<file path="src/hdl/itoa_pkg.sv">
// ============================================================================
// itoa_pkg
// Shared types, widths and character codes for the integer-to-ASCII block.
// ============================================================================
package itoa_pkg;

    // Operand width, fixed by the transaction payload
    localparam int VALUE_WIDTH = 32;

    // Decimal digits needed for 2^VALUE_WIDTH (log10(2) ~ 0.30103)
    localparam int DEC_DIGITS = (VALUE_WIDTH * 30103) / 100000 + 1;
    localparam int HEX_DIGITS = (VALUE_WIDTH + 3) / 4;
    localparam int NUM_DIGITS = (DEC_DIGITS > HEX_DIGITS) ? DEC_DIGITS : HEX_DIGITS;
    localparam int DIGIT_BITS = NUM_DIGITS * 4;

    localparam int LEFT_W = $clog2(NUM_DIGITS + 1);
    localparam int STEP_W = $clog2(VALUE_WIDTH + 1);

    localparam logic [7:0] CHAR_MINUS = 8'd45;
    localparam logic [7:0] CHAR_ZERO  = 8'd48;
    localparam logic [7:0] CHAR_HEX_A = 8'd97;

    localparam logic FUNC_SDEC = 1'b0;
    localparam logic FUNC_HEX  = 1'b1;

    typedef struct packed {
        logic [VALUE_WIDTH-1:0] value;
        logic                   func;
    } t_in_item;

    typedef struct packed {
        logic [7:0] ascii_char;
        logic [3:0] char_count;
        logic       last;
    } t_out_item;

    typedef enum logic [1:0] {
        S_IDLE,
        S_CONV,
        S_SKIP,
        S_EMIT
    } t_state;

    // Command from the sequencer to the digit register
    typedef struct packed {
        logic load_dec;
        logic load_hex;
        logic dabble;
        logic shift;
    } t_digit_cmd;

    function automatic logic [7:0] digit_char(input logic [3:0] d);
        logic [7:0] ch;
        if (d < 4'd10) begin
            ch = CHAR_ZERO + {4'd0, d};
        end else begin
            ch = CHAR_HEX_A + {4'd0, d} - 8'd10;
        end
        return ch;
    endfunction

endpackage

</file>
<file path="src/hdl/itoa_digit_unit.sv">
// ============================================================================
// itoa_digit_unit
// Digit register with one shared shift-and-correct unit: binary to BCD by
// shift-add-3, direct nibble load for hex, and a one-digit left shift.
// ============================================================================
module itoa_digit_unit
    import itoa_pkg::*;
(
    input  logic                   i_clk,
    input  t_digit_cmd             i_cmd,
    input  logic [VALUE_WIDTH-1:0] i_value,
    output logic [3:0]             o_top_digit
);

    logic [DIGIT_BITS-1:0]  r_bcd;
    logic [DIGIT_BITS-1:0]  n_bcd;
    logic [VALUE_WIDTH-1:0] r_bin;
    logic [VALUE_WIDTH-1:0] n_bin;
    logic [DIGIT_BITS-1:0]  w_adj;

    // Add three to every digit of five or more before the shift
    always_comb begin
        for (int i = 0; i < NUM_DIGITS; i++) begin
            if (r_bcd[4*i +: 4] >= 4'd5) begin
                w_adj[4*i +: 4] = r_bcd[4*i +: 4] + 4'd3;
            end else begin
                w_adj[4*i +: 4] = r_bcd[4*i +: 4];
            end
        end
    end

    always_comb begin
        n_bcd = r_bcd;
        n_bin = r_bin;
        priority if (i_cmd.load_dec) begin
            n_bcd = '0;
            n_bin = i_value;
        end else if (i_cmd.load_hex) begin
            n_bcd = DIGIT_BITS'(i_value);
        end else if (i_cmd.dabble) begin
            n_bcd = {w_adj[DIGIT_BITS-2:0], r_bin[VALUE_WIDTH-1]};
            n_bin = {r_bin[VALUE_WIDTH-2:0], 1'b0};
        end else if (i_cmd.shift) begin
            n_bcd = {r_bcd[DIGIT_BITS-5:0], 4'd0};
        end
    end

    always_ff @(posedge i_clk) begin
        r_bcd <= n_bcd;
        r_bin <= n_bin;
    end

    assign o_top_digit = r_bcd[DIGIT_BITS-1 -: 4];

endmodule

</file>
<file path="src/hdl/integer_to_ascii_digits.sv">
// ============================================================================
// integer_to_ascii_digits
// Prints one operand as ASCII characters, signed decimal or lowercase hex,
// most significant digit first, one character per strobe.
// ============================================================================
//
//  channel   | handshake            | payload
//  ----------+----------------------+------------------------------------
//  command   | start / busy         | i_in  : value, func
//  result    | o_strobe (one cycle) | o_out : ascii_char, char_count, last
//
//  Decimal: the shift-add-3 loop runs one bit per cycle, then the digit
//  register is walked one digit per cycle.
//  Hex skips the loop and only walks the digit register.
//  Reset: synchronous, active low; returns the sequencer to idle.
//  Stalls: the receiver cannot stall; each character is shown for one cycle.
//  A new transaction may be taken in the cycle the last character leaves.
//
module integer_to_ascii_digits
    import itoa_pkg::*;
(
    input  logic      i_clk,
    input  logic      i_rst_n,
    input  logic      start,
    output logic      busy,
    input  t_in_item  i_in,
    output logic      o_strobe,
    output t_out_item o_out
);

    t_state              r_state;
    t_state              n_state;
    logic [LEFT_W-1:0]   r_left;
    logic [LEFT_W-1:0]   n_left;
    logic [STEP_W-1:0]   r_steps;
    logic [STEP_W-1:0]   n_steps;
    logic [3:0]          r_cnt;
    logic [3:0]          n_cnt;
    logic                r_strobe;
    logic                n_strobe;
    t_out_item           r_out;
    t_out_item           n_out;
    t_digit_cmd          w_cmd;
    logic [3:0]          w_top;
    logic                w_accept;
    logic                w_neg;
    logic [VALUE_WIDTH-1:0] w_mag;

    assign w_accept = start && (r_state == S_IDLE);
    // Negative only in signed decimal mode; magnitude is negation mod 2^W
    assign w_neg    = (i_in.func == FUNC_SDEC) && i_in.value[VALUE_WIDTH-1];
    assign w_mag    = w_neg ? (~i_in.value + VALUE_WIDTH'(1)) : i_in.value;

    itoa_digit_unit u_digits (
        .i_clk       (i_clk),
        .i_cmd       (w_cmd),
        .i_value     (w_mag),
        .o_top_digit (w_top)
    );

    always_ff @(posedge i_clk) begin
        if (!i_rst_n) begin
            r_state  <= S_IDLE;
            r_strobe <= 1'b0;
            r_left   <= '0;
            r_steps  <= '0;
            r_cnt    <= '0;
        end else begin
            r_state  <= n_state;
            r_strobe <= n_strobe;
            r_left   <= n_left;
            r_steps  <= n_steps;
            r_cnt    <= n_cnt;
        end
    end

    always_ff @(posedge i_clk) begin
        r_out <= n_out;
    end

    always_comb begin
        n_state  = r_state;
        n_left   = r_left;
        n_steps  = r_steps;
        n_cnt    = r_cnt;
        n_strobe = 1'b0;
        n_out    = r_out;
        w_cmd    = '0;

        unique case (r_state)
            S_IDLE: begin
                if (start) begin
                    n_left  = LEFT_W'(NUM_DIGITS);
                    n_steps = STEP_W'(VALUE_WIDTH);
                    if (i_in.func == FUNC_HEX) begin
                        w_cmd.load_hex = 1'b1;
                        n_state        = S_SKIP;
                        n_cnt          = 4'd0;
                    end else begin
                        w_cmd.load_dec = 1'b1;
                        n_state        = S_CONV;
                        // Send the sign straight away, ahead of any digit
                        if (w_neg) begin
                            n_strobe         = 1'b1;
                            n_out.ascii_char = CHAR_MINUS;
                            n_out.char_count = 4'd1;
                            n_out.last       = 1'b0;
                            n_cnt            = 4'd1;
                        end else begin
                            n_cnt = 4'd0;
                        end
                    end
                end
            end

            S_CONV: begin
                w_cmd.dabble = 1'b1;
                n_steps      = r_steps - STEP_W'(1);
                if (r_steps == STEP_W'(1)) begin
                    n_state = S_SKIP;
                end
            end

            S_SKIP, S_EMIT: begin
                w_cmd.shift = 1'b1;
                n_left      = r_left - LEFT_W'(1);
                // Drop leading zeros but always keep the final digit
                if ((r_state == S_SKIP) && (w_top == 4'd0) && (r_left != LEFT_W'(1))) begin
                    n_state = S_SKIP;
                end else begin
                    n_strobe         = 1'b1;
                    n_cnt            = r_cnt + 4'd1;
                    n_out.ascii_char = digit_char(w_top);
                    n_out.char_count = r_cnt + 4'd1;
                    n_out.last       = (r_left == LEFT_W'(1));
                    n_state          = (r_left == LEFT_W'(1)) ? S_IDLE : S_EMIT;
                end
            end

            default: begin
                n_state = S_IDLE;
            end
        endcase
    end

    assign busy     = (r_state != S_IDLE);
    assign o_strobe = r_strobe;
    assign o_out    = r_out;

    // The final character leaves with the sequencer already idle
    a_last_idle: assert property (@(posedge i_clk) disable iff (!i_rst_n)
        o_strobe && o_out.last |-> !busy)
        else $error("last character while still busy");

    // An accepted transaction always leaves idle
    a_accept_busy: assert property (@(posedge i_clk) disable iff (!i_rst_n)
        w_accept |=> busy)
        else $error("accepted transaction did not start");

    // The sign can only be the first character of a run
    a_minus_first: assert property (@(posedge i_clk) disable iff (!i_rst_n)
        o_strobe && (o_out.ascii_char == CHAR_MINUS) |-> (o_out.char_count == 4'd1))
        else $error("minus sign not first");

    // The digit walk never overruns the digit register
    a_left_range: assert property (@(posedge i_clk) disable iff (!i_rst_n)
        (r_state == S_SKIP) || (r_state == S_EMIT) |-> (r_left != '0))
        else $error("digit counter underflow");

    // A character in flight is never counted as zero
    a_count_nonzero: assert property (@(posedge i_clk) disable iff (!i_rst_n)
        o_strobe |-> (o_out.char_count != 4'd0))
        else $error("character count of zero");

endmodule
</file>
<file path="config.mk">
export PLATFORM = sky130hd
export DESIGN_NAME = integer_to_ascii_digits
export DESIGN_NICKNAME = d
export VERILOG_FILES = /design/src/hdl/itoa_pkg.sv /design/src/hdl/itoa_digit_unit.sv /design/src/hdl/integer_to_ascii_digits.sv
export SDC_FILE = /design/constraint.sdc
export NUM_CORES = 1
export LEC_CHECK = 0
export BUFFER_PORTS_ARGS = -buffer_cell sky130_fd_sc_hd__buf_2
export CORE_AREA = 10 10 139 141
export CTS_CLUSTER_DIAMETER = 80
export DETAILED_ROUTE_END_ITERATION = 10
export DIE_AREA = 0 0 149 151
export SLEW_MARGIN = 10
export SYNTH_ARGS = -nofsm -noshare
export SYNTH_HDL_FRONTEND = slang
export SYNTH_SLANG_ARGS = --single-unit
</file>
<file path="constraint.sdc">
create_clock -name i_clk -period 2.8 [get_ports i_clk]
set_input_delay 0.28 -clock i_clk [delete_from_list [all_inputs] [get_ports i_clk]]
set_output_delay 0.28 -clock i_clk [all_outputs]
set_load 0.03 [all_outputs]
</file>
Word-level counts from Yosys, hierarchy flattened
Index checks and enable logic that the tools add are counted.

storage, ports and cells
  bits in registers = 102
  logic and storage cells = 121
  bits of input ports = 36
  output and inout bits = 15

operators by class
  multiplexer cells = 49
  order comparisons = 11
  equal/unequal tests = 12
  reductions and logical operators = 19
  add/sub/neg operators = 17
  bitwise operators = 2

operator list
  kind                     number
  $mux W32                 5
  $mux W40                 2
  $mux W13                 4
  $mux W4                  12
  $ge A4 B3 Y1 const B     10
  $add A4 B2 Y4 const B    9
  $add A32 B1 Y32 const B  1
  $not A32 Y32             1
  $pmux W13 S2             1
  $pmux W4 S2              2
  $mux W2                  7
  $pmux W6 S2              1
  $mux W1                  10
  $ne A2 B2 Y1 const B     5
  $reduce_bool A2 Y1       5
  $add A7 B4 Y8 const A    1
  $mux W8                  1
  $reduce_and A2 Y1        4
  $sub A8 B4 Y8 const B    1
  $add A6 B4 Y7 const A    1
  $eq A6 B1 Y1 const B     1
  $mux W6                  1
  $pmux W2 S3              1
  $sub A6 B1 Y6 const B    1
  other kinds (19)         23

Longest topological paths before layout
Gate-level depths: netlist (run 1).

  depth after elaboration = 6
  gate-level depth with buffers = 8
  mapped depth without buffers = 7

By module
From an unflattened synthesis (run 1), not the netlist that was laid out.

second synthesis, totals
  cell total of the unflattened synthesis = 720
  area total of the unflattened synthesis = 6527.5 sq um

by module, submodules not included
  module                   times used  cells an instance  sequential area each (sq um)  area an instance (sq um)
  itoa_digit_unit          1           468                1761.7                        4409.2
  integer_to_ascii_digits  1           252                700.7                         2118.3

Worst setup path after synthesis (run 1)
OpenSTA, ideal clock, no wires.

  kind = flip-flop to flip-flop
  start point = register r_state[0]
  end point = register u_digits.r_bin[0], enable pin
  setup slack = -77 ps
  path buffers = 3
  data required time = 2379 ps
  cell stages (with the launch flop) = 6
  setup time = 421 ps
  period minus slack after synthesis = 2877 ps
  data arrival time = 2456 ps
  path through = dfxtp_1 buf_2 buf_1 clkbuf_1 nor2_1 nor2_1

between the ends
  cells in the longest elaborated chain, start to end = 4
  elaborated cells on any way between the ends = 7
  classes of those cells = eq/ne (2); mux (2); reduce/logical (3)

ends and longest elaborated chain
  element                                                              RTL line                       source
  start: declaration                                                   integer_to_ascii_digits.sv:31  t_state r_state;
  start signal: assignment                                             integer_to_ascii_digits.sv:69  r_state <= n_state;
  $logic_not A2 Y1 / $eq A2 B1 Y1 (equally long branches)              integer_to_ascii_digits.sv:90  unique case (r_state)
  $mux W2 / $mux W1 (equally long branches)                            integer_to_ascii_digits.sv:90
  $ne A2 B1 Y1 (no line) / $reduce_bool A2 Y1 (equally long branches)  --
  $reduce_and A2 Y1 (no line) *                                        --
  end signal: assignment                                               itoa_digit_unit.sv:50          r_bin <= n_bin;
  end: declaration                                                     itoa_digit_unit.sv:17          logic [VALUE_WIDTH-1:0] r_bin;

Mark *: on every way between the ends. The rest lies on a longest branch, timed or not.
A chain may end at the register's enable or synchronous reset.

Worst setup path after layout (run 1)
  start point = register r_state[0]
  end point = output busy

between the ends
  cells in the longest elaborated chain, start to end = 1

ends and longest elaborated chain
  element             RTL line                        source
  $reduce_bool A2 Y1  integer_to_ascii_digits.sv:146  assign busy = (r_state != S_IDLE);
  end: declaration    integer_to_ascii_digits.sv:25   output logic busy,

No other way between the ends.

==> results.py, run 1 <==
metrics = {
    "logic_synthesis": {
        "synth_cell_types": 62,
        "synth-warning-count": 0,
        "ys.flop_type": "dfxtp_1",
        "synth_top_area_share_pct": 20.9,
        "synth_edf_count": 44,
        "synthArstFlopShare_pct": 0,
        "synth_largest_area_cell": "edfxtp_1",
        "seq_area_frac_synth_pct": 39.0,
        "syn_inst": 723,
        "ys_ff_latch": 101,
        "synth_common_cells": "nand2_1, a21oi_1, dfxtp_1",
        "synth_area_leaders": "edfxtp_1, dfxtp_1, a21oi_1",
        "syn-num-nets": 786,
        "avgSynthCellArea_sq_um": 8.74,
        "synth.most_common_cell": "nand2_1",
        "synth_area_sq_um": 6320,
    },
    "drt": {
        "vias_per_cell": 5.49,
        "initialDrtViolationCount": 391,
        "routed-via-count": 5400,
        "drcViolationCount": 0,
        "routed_wl_mm": 16.5,
        "wl_per_cell_microns": 16.8,
        "drt_pass1_iterations": 5,
        "antenna_left": 0,
    },
    "timing": {
        "final_max_slew_viol_count": 0,
        "rsz0062_at_grt": "no",
        "fin_ws_ns": 0.584,
        "timing_hold_violations_final": 0,
        "tightestPinTransition_ns": 0.829,
        "tns_ns": 0,
        "fin_crit_ns": 2.22,
        "period_share_pct": 79.2,
        "fin_skew_ns": 0.0104,
        "relSlewSlack_pct": 44.7,
        "max_freq_ghz": 0.451,
        "setup_viol": 0,
    },
    "die": {
        "die_y_microns": 151,
        "die_x_microns": 149,
        "initial_core_util_pct": 38.4,
        "fp.coreArea_sq_um": 16500,
        "num_io_pins": 51,
        "num_rows": 47,
        "die_area_sq_um": 22500,
    },
    "grt": {
        "met2_usage_pct": 23.0,
        "grt_use_met3_pct": 3.07,
        "track_usage_pct": 14.9,
        "gr-usage-met1_pct": 20.6,
        "overflow": 0,
        "grt_max_degree": 33,
        "antenna_found_initial": 0,
        "top_usage_layer": "met2",
        "grt_pass1_wl_mm": 27.3,
        "first_global_vias": 5151,
    },
    "clock_tree": {
        "cts_root_buf": "clkbuf_16",
        "tritoncts": "built",
        "cts.clk_slew.worst_paths_ns": 0.07,
        "cts_setup_buffers": 0,
        "numCtsBuffers": 9,
        "insertion_delay_ns": 0.35,
        "ctsHtreeMaxLevel": 3,
        "cts_sinks": 101,
        "ctsResizeCount": 0,
        "postCtsHoldBufs": 0,
        "cts_max_path_buffers": 2,
    },
    "setup_path": {
        "cp_max_fo": 18,
        "r2r_setup_slack_ns": 0.77,
        "r2r_start": "u_digits.r_bcd[37]",
        "crit_chain": "nor2_1 -> inv_1 -> buf_2",
        "arrival_ns": 1.94,
        "critPathRequiredTime_ns": 2.52,
        "critPathLaunch": "r_state[0]",
        "crit_slowest_cell": "dfxtp_2",
        "critPathCaptureType": "output pin",
        "path_class": "reg2out",
        "cp_slowest_stage_delay_ns": 0.55,
        "cp-start-kind": "flip-flop",
    },
    "power_and_ir_drop": {
        "ir_drop_mv": 0.364,
        "power_mw": 6.61,
        "power_density_nw_per_um2": 932,
        "p_leak_nw": 2.73,
    },
    "layout": {
        "antenna_cells": 0,
        "nets": 822,
        "area_growth_pct": 12.4,
        "drive_gt1_share_pct": 14.9,
    },
    "hold_path": {
        "hp-class": "in2reg",
        "hold_start": "i_in[25]",
    },
    "place": {
        "portBuffers": 49,
        "hpwl_mm": 11.9,
        "place_ws_ns": 0.717,
        "place_congestion": 0.846,
    },
    "outcome": {
        "status": "finished clean",
    },
    "flow_run": {
        "drv_cap": 0,
    },
}
## path summary, 6_finish.rpt
check,endpoint,depth (start not counted)
hold reg to reg,r_steps[4],2
setup reg to reg,r_cnt[0],8
hold / removal,u_digits.r_bcd[24],3
setup / recovery,busy,3
## power by group
part / internal, mW / total, mW / switching (mW)
clock: 0.709 / 1.31 / 0.603
sequential: 2.07 / 2.59 / 0.512
combinational: 1.18 / 2.72 / 1.54
## per-stage QoR
step	util, %	cell area, sq um	hold WS, ns	instances
floorplan	-	6320	0.408	723
global placement	41.3	6800	0.494	968
detailed placement	41.3	6800	0.503	968
CTS	43.1	7100	0.270	984
global route	43.1	7100	0.309	984
finish	43.1	7100	0.281	984
## worst max-delay path, delay by kind of cell, from the launching register on
kind / cells / cell delay, ns
buf+inv: 2 / 0.84
flops: 1 / 0.55
simple gates: 1 / 0.19
## kinds of logic (layout without fill, tap and decap cells)
logic type / after synthesis / count (layout) / synth area share (%)
other cells: 2 / 2 / 0.119
xor+xnor: 43 / 43 / 5.96
mux: 20 / 20 / 3.35
buf+inv: 80 / 121 / 5.21
simple gates: 224 / 224 / 18.3
compound gates: 226 / 226 / 22.7
flops: 101 / 101 / 39.0
fa+ha+maj: 27 / 27 / 5.35
## layout by cell type, fill, tap and decap left out, types with 3 or more instances in the layout
cell type  instances
nand2b_1          16
nor2_1            49
buf_4             18
nor2b_1           12
nand2_1           74
clkbuf_16          9
mux2_2             9
a211oi_1          11
a21oi_1           71
o31ai_1            6
o41ai_2            5
ha_1              27
o211ai_1           4
and3b_1            4
nand4_1            3
o21ai_1           10
and2_1             4
nor3_1            18
or3_1              9
buf_2             49
o22ai_1            6
o21ai_0           54
nand3_1           11
dfxtp_1           56
xnor2_1           28
nor3b_1            4
a31oi_1           12
inv_1             38
a22oi_1            3
a21boi_0           3
inv_6              4
mux2i_1           11
xor2_1            15
edfxtp_1          44
a221oi_1          27
## layout make-up
type	count	area, sq um
fill	1646	9370
inverter	38	143
multi-input combinational	542	3530
sequential	101	2460
timing repair buffer	67	380
tap	220	275
clock buffer	9	225
clock inverter	7	80.1
## sequential cells by signal, indices dropped and copies added (netlist names)
signal,count
r_left,4
r_steps,6
r_state,2
u_digits.r_bcd,40
r_cnt,4
o_strobe,1
u_digits.r_bin,32
o_out,12
## layer usage
metal	up-vias	routed length, microns
met3	21	844
met5	-	0
met4	0	321
met1	2576	8010
met2	116	7330
li1	2687	-
Note: power is estimated with default switching activity, not from simulation.
==> inputs of run 2 (changes only) <==
- clock period: 2.8 -> 2.1 ns (I/O delays scaled with it)
==> run 2 against run 1 <==
  * Setup slack worse by 0.35 ns
  * Power is 32% higher
  * Via count is 1.7% lower
  * Combinational power is 36% higher
  * Die area stayed put
  * First-iteration DRC count is 43% higher
  * Count of clock-buffer cells in the layout is 3 higher
  * Cell count is 0.81% higher
  * Clock skew is 0.0013 ns lower
  * Largest power group unchanged
==> results.py, run 2 (same netlist as run 1, synthesis figures left out) <==
metrics = {
    "outcome": {
        "status": "finished clean",
    },
    "layout": {
        "drive_gt1_share_pct": 15.5,
        "area_growth_pct": 14.1,
        "antenna_cells": 0,
        "fin_cells": 992,
        "largest_register_ffs": 40,
        "top_register": "u_digits.r_bcd",
        "nets": 830,
        "nFillCells": 1679,
        "layout_common_cells": "nand2_1, a21oi_1, dfxtp_1",
        "final_util_pct": 43.8,
        "fin_area_sq_um": 7210,
        "mostFrequentLayoutCell": "nand2_1",
    },
    "die": {
        "fp.coreArea_sq_um": 16500,
        "initial_core_util_pct": 38.4,
        "num_io_pins": 51,
        "die_x_microns": 149,
        "die_area_sq_um": 22500,
        "num_rows": 47,
        "die_y_microns": 151,
    },
    "power_and_ir_drop": {
        "power_density_nw_per_um2": 1210,
        "p_comb_share_pct": 42.4,
        "power_frac_clock_pct": 18.5,
        "pwr-share-seq_pct": 39.2,
        "ir_drop_mv": 0.468,
        "p_sw_share_pct": 39.6,
        "switching_power_mw": 3.47,
        "intPower_mw": 5.28,
        "p_leak_nw": 2.78,
    },
    "clock_tree": {
        "tritoncts": "built",
        "cts.clk_slew.worst_paths_ns": 0.07,
        "cts_sinks": 101,
        "postCtsHoldBufs": 0,
        "cts_max_path_buffers": 2,
        "ctsResizeCount": 0,
        "numCtsBuffers": 9,
        "insertion_delay_ns": 0.35,
        "ctsHtreeMaxLevel": 3,
        "cts_setup_buffers": 0,
        "cts_root_buf": "clkbuf_16",
    },
    "timing": {
        "hold_slack_ns": 0.186,
        "relSlewSlack_pct": 62.2,
        "tightestPinTransition_ns": 0.567,
        "rsz0062_at_grt": "no",
        "max_freq_ghz": 0.535,
        "setup_viol": 0,
        "fin_skew_ns": 0.00905,
        "period_share_pct": 89.0,
        "fin_crit_ns": 1.87,
        "timing_hold_violations_final": 0,
        "final_max_slew_viol_count": 0,
        "tns_ns": 0,
    },
    "drt": {
        "drt_pass1_iterations": 4,
        "wl_per_cell_microns": 16.4,
        "vias_per_cell": 5.35,
        "drcViolationCount": 0,
        "initialDrtViolationCount": 558,
        "routed_wl_mm": 16.2,
        "routed-via-count": 5306,
        "antenna_left": 0,
    },
    "place": {
        "place_congestion": 0.848,
        "dp_cells": 976,
        "portBuffers": 49,
        "hpwl_mm": 11.8,
        "placed_cell_area_sq_um": 6930,
    },
    "setup_path": {
        "critPathRequiredTime_ns": 1.89,
        "cp_max_fo": 28,
        "arrival_ns": 1.66,
        "path_class": "reg2out",
        "critPathCaptureType": "output pin",
        "cp-start-kind": "flip-flop",
    },
    "grt": {
        "track_usage_pct": 14.5,
        "grt_max_degree": 64,
        "overflow": 0,
        "grt_pass1_wl_mm": 26.4,
        "antenna_found_initial": 0,
        "first_global_vias": 4914,
    },
    "hold_path": {
        "hp-class": "in2reg",
    },
    "flow_run": {
        "drv_cap": 0,
    },
}
## run 2: path summary, 6_finish.rpt
path / start / endpoint / slack, ns / cells after the start
setup / recovery: r_state[1] / busy / 0.23 / 4
hold / removal: i_in[25] / u_digits.r_bcd[24] / 0.19 / 3
setup reg to reg: u_digits.r_bcd[37] / r_cnt[0] / 0.28 / 8
hold reg to reg: r_steps[4] / r_steps[4] / 0.51 / 2
## run 2: critical path, cell delays in order, from the launching register on
cell,delay [ns]
dfxtp_1,0.35
nor2_1,0.34
inv_1,0.20
buf_12,0.21
buf_2,0.19
## run 2: power groups by stage
stage               clock (mW)  combinational (mW)  sequential [mW]
floorplan                    0                2.88             3.28
global placement             0                3.66             3.44
detailed placement           0                3.70             3.45
CTS                       1.66                3.72             3.41
global route              1.74                4.25             3.53
finish                    1.62                3.71             3.43
## run 2: final cells by class
cell class                      instances  area (sq um)  area share, %
Clock buffer                           12           258           3.58
Clock inverter                          4          23.8          0.330
Inverter                               38           143           1.98
Multi-Input combinational cell        542          3540           49.1
Sequential cell                       101          2460           34.2
Tap cell                              220           275           3.82
Timing Repair Buffer                   75           503           6.98
## run 2: metal layers
metal / share of wire, % / vias up / GRT usage (%) / wire length, microns
li1: - / 2701 / - / -
met1: 49 / 2499 / 20.0 / 7940
met2: 46 / 92 / 22.4 / 7430
met3: 4.1 / 14 / 2.68 / 674
met4: 1.2 / 0 / 4.61 / 201
met5: 0 / - / 0 / 0
## run 2: metrics by stage
| step | setup slack [ns] | power, mW |
|---|---|---|
| after floorplan | 0.0737 | 6.16 |
| after global placement | 0.161 | 7.10 |
| after detailed placement | 0.130 | 7.15 |
| after CTS | 0.222 | 8.79 |
| after global routing | 0.0629 | 9.53 |
| final | 0.232 | 8.75 |
